`src/design/sgl_pkg.sv`:
```
// Shared types and constants for the separable Gaussian line pass.
package sgl_pkg;

  localparam int RAD_W     = 2;
  localparam int WEIGHT_W  = 16;
  localparam int CHAN_W    = 8;
  localparam int NUM_DIST  = 4;
  localparam int NUM_CHAN  = 3;
  localparam int FRAC_W    = 15;
  localparam int SUM_W     = CHAN_W + 1;
  localparam int PROD_W    = WEIGHT_W + SUM_W;
  localparam int ACC_W     = PROD_W + 2;
  localparam int CFG_IDX_W = 3;

  typedef enum logic [CFG_IDX_W-1:0] {
    REG_RADIUS        = 3'd0,
    REG_WEIGHT_CENTER = 3'd1,
    REG_WEIGHT_ONE    = 3'd2,
    REG_WEIGHT_TWO    = 3'd3,
    REG_WEIGHT_THREE  = 3'd4
  } cfg_reg_t;

  typedef struct packed {
    logic [CHAN_W-1:0] red;
    logic [CHAN_W-1:0] green;
    logic [CHAN_W-1:0] blue;
    logic [CHAN_W-1:0] alpha;
    logic              line_end;
  } in_pixel_t;

  typedef struct packed {
    logic [CHAN_W-1:0] red_out;
    logic [CHAN_W-1:0] green_out;
    logic [CHAN_W-1:0] blue_out;
    logic [CHAN_W-1:0] alpha_out;
    logic              line_end_out;
  } out_pixel_t;

  typedef struct packed {
    logic [CHAN_W-1:0] red;
    logic [CHAN_W-1:0] green;
    logic [CHAN_W-1:0] blue;
    logic [CHAN_W-1:0] alpha;
  } rgba_t;

  typedef struct packed {
    logic [RAD_W-1:0]                   radius;
    logic [NUM_DIST-1:0][WEIGHT_W-1:0] weight;
  } cfg_t;

  // pending output: lag behind newest pixel, radius in force, flush burst
  typedef struct packed {
    logic             valid;
    logic             flush;
    logic [RAD_W-1:0] lag;
    logic [RAD_W-1:0] rad;
  } job_t;

endpackage

```
`src/design/sgl_regs.sv`:
```
// Configuration registers: radius and the four Q1.15 tap weights.
module sgl_regs (
  input  logic                             clk,
  input  logic                             rst,
  input  logic                             cfg_valid,
  output logic                             cfg_ready,
  input  logic [sgl_pkg::CFG_IDX_W-1:0]    cfg_index,
  input  logic [sgl_pkg::WEIGHT_W-1:0]     cfg_data,
  output sgl_pkg::cfg_t                    cfg
);
  import sgl_pkg::*;

  assign cfg_ready = 1'b1;

  always_ff @(posedge clk) begin
    if (rst) begin
      cfg.radius    <= RAD_W'(1);
      cfg.weight[0] <= 16'h8000;
      cfg.weight[1] <= '0;
      cfg.weight[2] <= '0;
      cfg.weight[3] <= '0;
    end else if (cfg_valid && cfg_ready) begin
      unique case (cfg_reg_t'(cfg_index))
        REG_RADIUS:        cfg.radius    <= cfg_data[RAD_W-1:0];
        REG_WEIGHT_CENTER: cfg.weight[0] <= cfg_data;
        REG_WEIGHT_ONE:    cfg.weight[1] <= cfg_data;
        REG_WEIGHT_TWO:    cfg.weight[2] <= cfg_data;
        REG_WEIGHT_THREE:  cfg.weight[3] <= cfg_data;
        default: ;
      endcase
    end
  end

endmodule

```
`src/design/sgl_window.sv`:
```
// Pixel window shift line, line position counter and output sequencer.
module sgl_window #(
  parameter  int MAX_RADIUS = 3,
  localparam int WinDepth   = 2 * MAX_RADIUS + 1,
  localparam int CntW       = $clog2(WinDepth + 1)
) (
  input  logic                clk,
  input  logic                rst,
  input  logic                in_valid,
  output logic                in_stall,
  input  sgl_pkg::in_pixel_t  in_data,
  input  sgl_pkg::cfg_t       cfg,
  input  logic                advance,
  output sgl_pkg::rgba_t      window [WinDepth],
  output sgl_pkg::job_t       job,
  output logic [CntW-1:0]     job_newest
);
  import sgl_pkg::*;

  logic [CntW-1:0]  seen;
  logic [RAD_W-1:0] rad_eff;
  logic             job_done;
  logic             ready;
  logic             accept;

  assign rad_eff  = (int'(cfg.radius) > MAX_RADIUS) ? RAD_W'(MAX_RADIUS) : cfg.radius;
  assign job_done = !job.flush || (job.lag == '0);
  assign ready    = !job.valid || (advance && job_done);
  assign accept   = in_valid && ready;
  assign in_stall = !ready;

  always_ff @(posedge clk) begin
    if (rst) begin
      seen      <= '0;
      job.valid <= 1'b0;
    end else if (accept) begin
      for (int i = WinDepth - 1; i > 0; i--) begin
        window[i] <= window[i-1];
      end
      window[0] <= '{red: in_data.red, green: in_data.green,
                     blue: in_data.blue, alpha: in_data.alpha};
      job_newest <= seen;
      job.rad    <= rad_eff;
      job.flush  <= in_data.line_end;
      job.valid  <= in_data.line_end || (int'(seen) >= int'(rad_eff));
      if (in_data.line_end && (int'(seen) < int'(rad_eff))) begin
        job.lag <= RAD_W'(seen);
      end else begin
        job.lag <= rad_eff;
      end
      if (in_data.line_end) begin
        seen <= '0;
      end else if (seen < CntW'(WinDepth)) begin
        seen <= CntW'(seen + 1'b1);
      end
    end else if (advance && !job_done) begin
      job.lag <= job.lag - 1'b1;
    end else if (advance && job_done) begin
      job.valid <= 1'b0;
    end
  end

endmodule

```
`src/design/sgl_kernel.sv`:
```
// Symmetric tap filter with edge clamping, truncation and saturation.
module sgl_kernel #(
  parameter  int MAX_RADIUS = 3,
  localparam int WinDepth   = 2 * MAX_RADIUS + 1,
  localparam int CntW       = $clog2(WinDepth + 1),
  localparam int IdxW       = $clog2(WinDepth),
  localparam int PosW       = $clog2(2 * WinDepth)
) (
  input  sgl_pkg::rgba_t      window [WinDepth],
  input  sgl_pkg::job_t       job,
  input  logic [CntW-1:0]     job_newest,
  input  sgl_pkg::cfg_t       cfg,
  output sgl_pkg::out_pixel_t result
);
  import sgl_pkg::*;

  logic [NUM_CHAN-1:0][ACC_W-1:0] acc;
  logic [NUM_CHAN-1:0][CHAN_W-1:0] chan_out;

  always_comb begin
    logic [WEIGHT_W-1:0]             wt;
    logic [RAD_W-1:0]                lo_pos;
    logic [PosW-1:0]                 hi_pos;
    rgba_t                           lo_pix;
    rgba_t                           hi_pix;
    logic [NUM_CHAN-1:0][CHAN_W-1:0] lo_ch;
    logic [NUM_CHAN-1:0][CHAN_W-1:0] hi_ch;
    logic [SUM_W-1:0]                pair;
    logic [PROD_W-1:0]               prod;
    acc = '0;
    for (int j = 0; j < NUM_DIST; j++) begin
      wt = (RAD_W'(j) <= job.rad) ? cfg.weight[j] : '0;
      lo_pos = (job.lag >= RAD_W'(j)) ? RAD_W'(job.lag - RAD_W'(j)) : '0;
      hi_pos = PosW'(job.lag) + PosW'(j);
      if (hi_pos > PosW'(job_newest)) hi_pos = PosW'(job_newest);
      if (hi_pos > PosW'(WinDepth - 1)) hi_pos = PosW'(WinDepth - 1);
      lo_pix = window[IdxW'(lo_pos)];
      hi_pix = window[IdxW'(hi_pos)];
      lo_ch = {lo_pix.blue, lo_pix.green, lo_pix.red};
      hi_ch = {hi_pix.blue, hi_pix.green, hi_pix.red};
      for (int c = 0; c < NUM_CHAN; c++) begin
        if (j == 0) begin
          pair = SUM_W'(lo_ch[c]);
        end else begin
          pair = SUM_W'(lo_ch[c]) + SUM_W'(hi_ch[c]);
        end
        prod   = PROD_W'(wt) * PROD_W'(pair);
        acc[c] = acc[c] + ACC_W'(prod);
      end
    end
  end

  always_comb begin
    logic [ACC_W-FRAC_W-1:0] shifted;
    for (int c = 0; c < NUM_CHAN; c++) begin
      shifted = acc[c][ACC_W-1:FRAC_W];
      if (shifted > (ACC_W-FRAC_W)'(2**CHAN_W - 1)) begin
        chan_out[c] = '1;
      end else begin
        chan_out[c] = shifted[CHAN_W-1:0];
      end
    end
  end

  assign result.red_out      = chan_out[0];
  assign result.green_out    = chan_out[1];
  assign result.blue_out     = chan_out[2];
  assign result.alpha_out    = window[IdxW'(job.lag)].alpha;
  assign result.line_end_out = job.flush && (job.lag == '0);

endmodule

```
`src/design/separable_gaussian_line_pass.sv`:
```
// Top level of the separable Gaussian line pass with clamp-to-edge borders.
// Pixels of one line stream in at one per clock while the output is not
// stalled and no line_end burst is draining; each blurred result is
// computed from the window and job registers, then held in the output
// register, and lags the input by radius pixels. The pixel carrying
// line_end releases every result still owed for the line, up to radius+1
// of them, one per clock from the result register while the output is not
// stalled; input is stalled until that burst is done. Radius above
// MAX_RADIUS acts as MAX_RADIUS. Weights are Q1.15; sums are truncated by
// 15 bits and saturated to 255. Alpha is copied from the centre pixel.
// Configuration writes are always ready and should be made only while no
// result is still owed or waiting at the output.
module separable_gaussian_line_pass #(
  parameter int MAX_RADIUS = 3
) (
  input  logic                           clk,
  input  logic                           rst,
  input  logic                           in_valid,
  output logic                           in_stall,
  input  sgl_pkg::in_pixel_t             in_data,
  output logic                           out_valid,
  input  logic                           out_stall,
  output sgl_pkg::out_pixel_t            out_data,
  input  logic                           cfg_valid,
  output logic                           cfg_ready,
  input  logic [sgl_pkg::CFG_IDX_W-1:0]  cfg_index,
  input  logic [sgl_pkg::WEIGHT_W-1:0]   cfg_data
);
  import sgl_pkg::*;

  localparam int WinDepth = 2 * MAX_RADIUS + 1;
  localparam int CntW     = $clog2(WinDepth + 1);

  cfg_t            cfg;
  rgba_t           window [WinDepth];
  job_t            job;
  logic [CntW-1:0] job_newest;
  out_pixel_t      result;
  logic            advance;

  assign advance = job.valid && (!out_valid || !out_stall);

  sgl_regs u_regs (
    .clk       (clk),
    .rst       (rst),
    .cfg_valid (cfg_valid),
    .cfg_ready (cfg_ready),
    .cfg_index (cfg_index),
    .cfg_data  (cfg_data),
    .cfg       (cfg)
  );

  sgl_window #(.MAX_RADIUS(MAX_RADIUS)) u_window (
    .clk        (clk),
    .rst        (rst),
    .in_valid   (in_valid),
    .in_stall   (in_stall),
    .in_data    (in_data),
    .cfg        (cfg),
    .advance    (advance),
    .window     (window),
    .job        (job),
    .job_newest (job_newest)
  );

  sgl_kernel #(.MAX_RADIUS(MAX_RADIUS)) u_kernel (
    .window     (window),
    .job        (job),
    .job_newest (job_newest),
    .cfg        (cfg),
    .result     (result)
  );

  always_ff @(posedge clk) begin
    if (rst) begin
      out_valid <= 1'b0;
    end else if (advance) begin
      out_valid <= 1'b1;
    end else if (!out_stall) begin
      out_valid <= 1'b0;
    end
  end

  always_ff @(posedge clk) begin
    if (advance) begin
      out_data <= result;
    end
  end

endmodule

```
`config.mk`:
```
export PLATFORM = sky130hd
export DESIGN_NAME = separable_gaussian_line_pass
export DESIGN_NICKNAME = d
export VERILOG_FILES = /design/src/design/sgl_pkg.sv /design/src/design/sgl_regs.sv /design/src/design/sgl_window.sv /design/src/design/sgl_kernel.sv /design/src/design/separable_gaussian_line_pass.sv
export SDC_FILE = /design/constraint.sdc
export NUM_CORES = 2
export LEC_CHECK = 0
export BUFFER_PORTS_ARGS = -buffer_cell sky130_fd_sc_hd__buf_4
export CAP_MARGIN = 20
export CORE_ASPECT_RATIO = 0.75
export CORE_MARGIN = 2
export CORE_UTILIZATION = 50
export CTS_CLUSTER_SIZE = 30
export DETAILED_ROUTE_END_ITERATION = 10
export GPL_TIMING_DRIVEN = 0
export PLACE_DENSITY_LB_ADDON = 0.05
export SLEW_MARGIN = 5
export SYNTH_ARGS = -nofsm -noshare
export SYNTH_HDL_FRONTEND = slang
export SYNTH_SLANG_ARGS = --single-unit
```
`constraint.sdc`:
```
create_clock -name clk -period 22.5 [get_ports clk]
set_input_delay 4.5 -clock clk [delete_from_list [all_inputs] [get_ports clk]]
set_output_delay 4.5 -clock clk [all_outputs]
set_load 0.01 [all_outputs]
```
==> impl_results.md <==
* Syn Inst Count at 7,912
* RePlAce Congestion at 1.03
* Sequential cell area at 8660 µm²
* Arrival time of the worst setup path at 19,200 ps
* Min-delay worst type: reg2reg
* Post-CTS Setup Bufs at 0
* Clk root buf: clkbuf_16
* Vias in the first global route at 60,300
* Drt first pass iters at 9
* Detailed Place HPWL at 242 mm
* Fmax at 52.9 MHz
* PortBufs at 90
* Total CTS buffers at 40
* VDD IR max at 0.0737 mV
* Post-synth top cells: inv_1 (1,424), fa_1 (1,410), nand2_1 (1,291)
* Area growth syn-to-layout at 7.34%
* Num rows at 121
* Sequential area share after synthesis at 0.118
* Layout cells sized above 1 at 0.0609
* Async S/R FF share, synth at 0
* Register bit count reported by yosys at 312
* HP Start: u_window.window[130]$_DFFE_PP_
* Die Wd at 447 µm
* Overflow after GRT at 0
* Crit path launch: u_window.job[2]$_DFFE_PP_
* Via count at 59,600
* Clock Sinks at 312
* First-pass GRT wire length at 422 mm
* Slew Viols, Final at 0
* R2R Path Start: u_window.job[2]$_DFFE_PP_
* Final setup fails at 0
* EDFF count, synth at 241
* Initial core utilization at 0.505
* Crit. End Element: flop
* Area of the die at 150,000 µm²
* Synth Net Count at 10,000
* Die height at 336 µm
* Syn_area_per_cell at 9.30 µm²
* Post-cts repair resize count at 0
* Final hold vios at 0
* R2r worst-path depth at 56
* CP max stage cell: clkbuf_1
* Worst skew pair latency at 660 ps
* Number of synthesis warnings at 0
* Largest net degree at the start of global routing at 36
* Main synth FF type: edfxtp_1
* DR iter-0 viols at 7,070
* Hold WS at 445 ps
* Residual DRC at 0
* Reg clk slew, reported paths at 60 ps
* Worst setup path class: reg2reg
* Core ar. at 146,000 µm²
* Hold buffer count at cts at 0
* FF-to-FF End: out_data[20]$_SDFFCE_PN1P_
* Final cycle utilization of the critical path at 0.840
* Startpoint Class: flop
* Pwr/cell area at 57.5 nW/µm²
* # fillers at 13,500
* Slew headroom at 0.125
* Status: finished clean
* Setup crit end: out_data[20]$_SDFFCE_PN1P_
* Boundary Pins at 93
* Max Cap Violations at 0
* Leak Pwr at 35.8 nW
* Most common cell in the netlist: inv_1
* Initial antenna violation count at 15
* Cell taking the most area after synthesis: fa_1
* Most frequent cell on the critical path: fa_1
* Detailed-route vias per instance at 5.90
* H-tree Lvls at 2
* Routed len/inst at 28.8 µm
* GR Util All Layers at 0.394
* Routed WL at 291 mm
* CP peak stage delay at 920 ps
* Detail Route Antenna Nets at 0
* Synth area leaders: fa_1 (38%), ha_1 (11%), edfxtp_1 (9.8%)
* Min Clock Period, post-route at 18,910 ps
* Yosys top cell area share at 0.384
* Final Skew at 37.1 ps
* Post-synth cell types at 86
* Max FO, Critical Path at 12
* Final nets at 10,200
* CP required at 22,790 ps
* Synthesized cell area at 73,600 µm²
* Worst-case clock buffer depth at 3
* Multi-input logic area at 58,400 µm²
* CTS tree: yes
* Reg2Reg Setup Slack at 3590 ps
* Setup tns final at 0 ps
* RSZ-0062 raised after global routing: no
* Worst Max-Slew Pin Slew at 1300 ps
==> stage by stage <==
stage | setup slack [ps] | std cells | power [mW] | utilization | instance area, µm²
4_1_cts | 4240 | 10100 | 4.44 | 0.541 | 78800
3_5_place_dp | 4330 | 10000 | 3.76 | 0.532 | 77500
5_1_grt | 3290 | 10100 | 4.73 | 0.542 | 79000
3_3_place_gp | 2770 | 9970 | 3.62 | 0.527 | 76700
2_1_floorplan | 8190 | 7912 | 2.39 | - | 73600
6_report | 3590 | 10100 | 4.54 | 0.542 | 79000
==> placed cells by master, fill, tap and decap left out, types with 36 or more instances in the layout <==
master     synthesis  layout
a21oi_1          355     355
mux2_1            40      40
mux4_2           104     104
dfxtp_1           71      71
o21ai_0           54      54
nor3_1            41      41
clkbuf_1         316     319
fa_1            1410    1410
nor2b_1           44      44
ha_1             636     636
a21o_1            75      75
inv_1           1424    1424
nand3_1           53      53
or2_2             37      37
clkbuf_16          0      40
and2_1           306     305
edfxtp_1         241     241
o21bai_1          48      48
buf_4              9     111
nor2_1           538     537
nand2b_1          81      81
a221oi_1          45      45
xnor2_1          154     129
and3_1            50      50
mux2_2            54      54
a222oi_1          46      46
nand2_1         1291    1291
a31oi_1           36      36
xor2_1            54      51
==> state kept, by name, summed over array words and instances (netlist names) <==
signal	cells
out_data	33
out_valid	1
u_regs.cfg	66
u_window.job	6
u_window.job_newest	3
u_window.seen	3
u_window.window	200
==> power by group <==
group          internal (mW)  switching (mW)  total [mW]
clock                  0.355           0.311       0.666
combinational          0.931            2.24        3.17
sequential             0.672          0.0395       0.712
total                   1.96            2.59        4.54
==> critical path: cells and delay by family, from the launching register on <==
kind                       cells  cell delay, ps
xor gates and xnor gates       2             610
DFF                            1             460
AOI/OAI and AO/OA             20            4690
muxes                          1             370
adders and majority gates     15            6720
and+or+nand+nor                6            1630
buffers and inverters         12            4060
==> logic make-up after synthesis <==
group / Yosys count / synth area share
muxes: 211 / 0.0480
other: 1 / 0.0000509
adders and majority gates: 2046 / 0.492
buffers and inverters: 1791 / 0.0921
AOI/OAI and AO/OA: 844 / 0.0764
xor gates and xnor gates: 209 / 0.0250
DFF: 312 / 0.118
and+or+nand+nor: 2498 / 0.149
==> layout make-up <==
cell class              instances  area share
clock buffers                  47      0.0134
repair buffers                147      0.0179
well taps                    1968      0.0312
clock inverters                25     0.00298
multi-input cells            5809       0.739
plain buffers                 366      0.0182
diodes                          3   0.0000950
flip-flops and latches        312       0.110
inverters                    1425      0.0677
==> worst min path at each step <==
stage                                     endpoint  cells after the start
finish               u_window.window[98]$_DFFE_PP_                      0
global placement     u_window.window[99]$_DFFE_PP_                      0
global route         u_window.window[98]$_DFFE_PP_                      0
detailed placement  u_window.window[100]$_DFFE_PP_                      0
floorplan           u_window.window[100]$_DFFE_PP_                      0
CTS                 u_window.window[100]$_DFFE_PP_                      0
==> per-layer routing <==
layer | up-vias | wire length [µm] | GRT usage
met2 | 3392 | 113000 | 0.531
met5 | - | 130 | 0.00413
met4 | 8 | 13600 | 0.149
met3 | 537 | 40600 | 0.146
li1 | 25300 | - | -
met1 | 30400 | 123000 | 0.571
No activity file was read; power rests on OpenSTA's default activity.
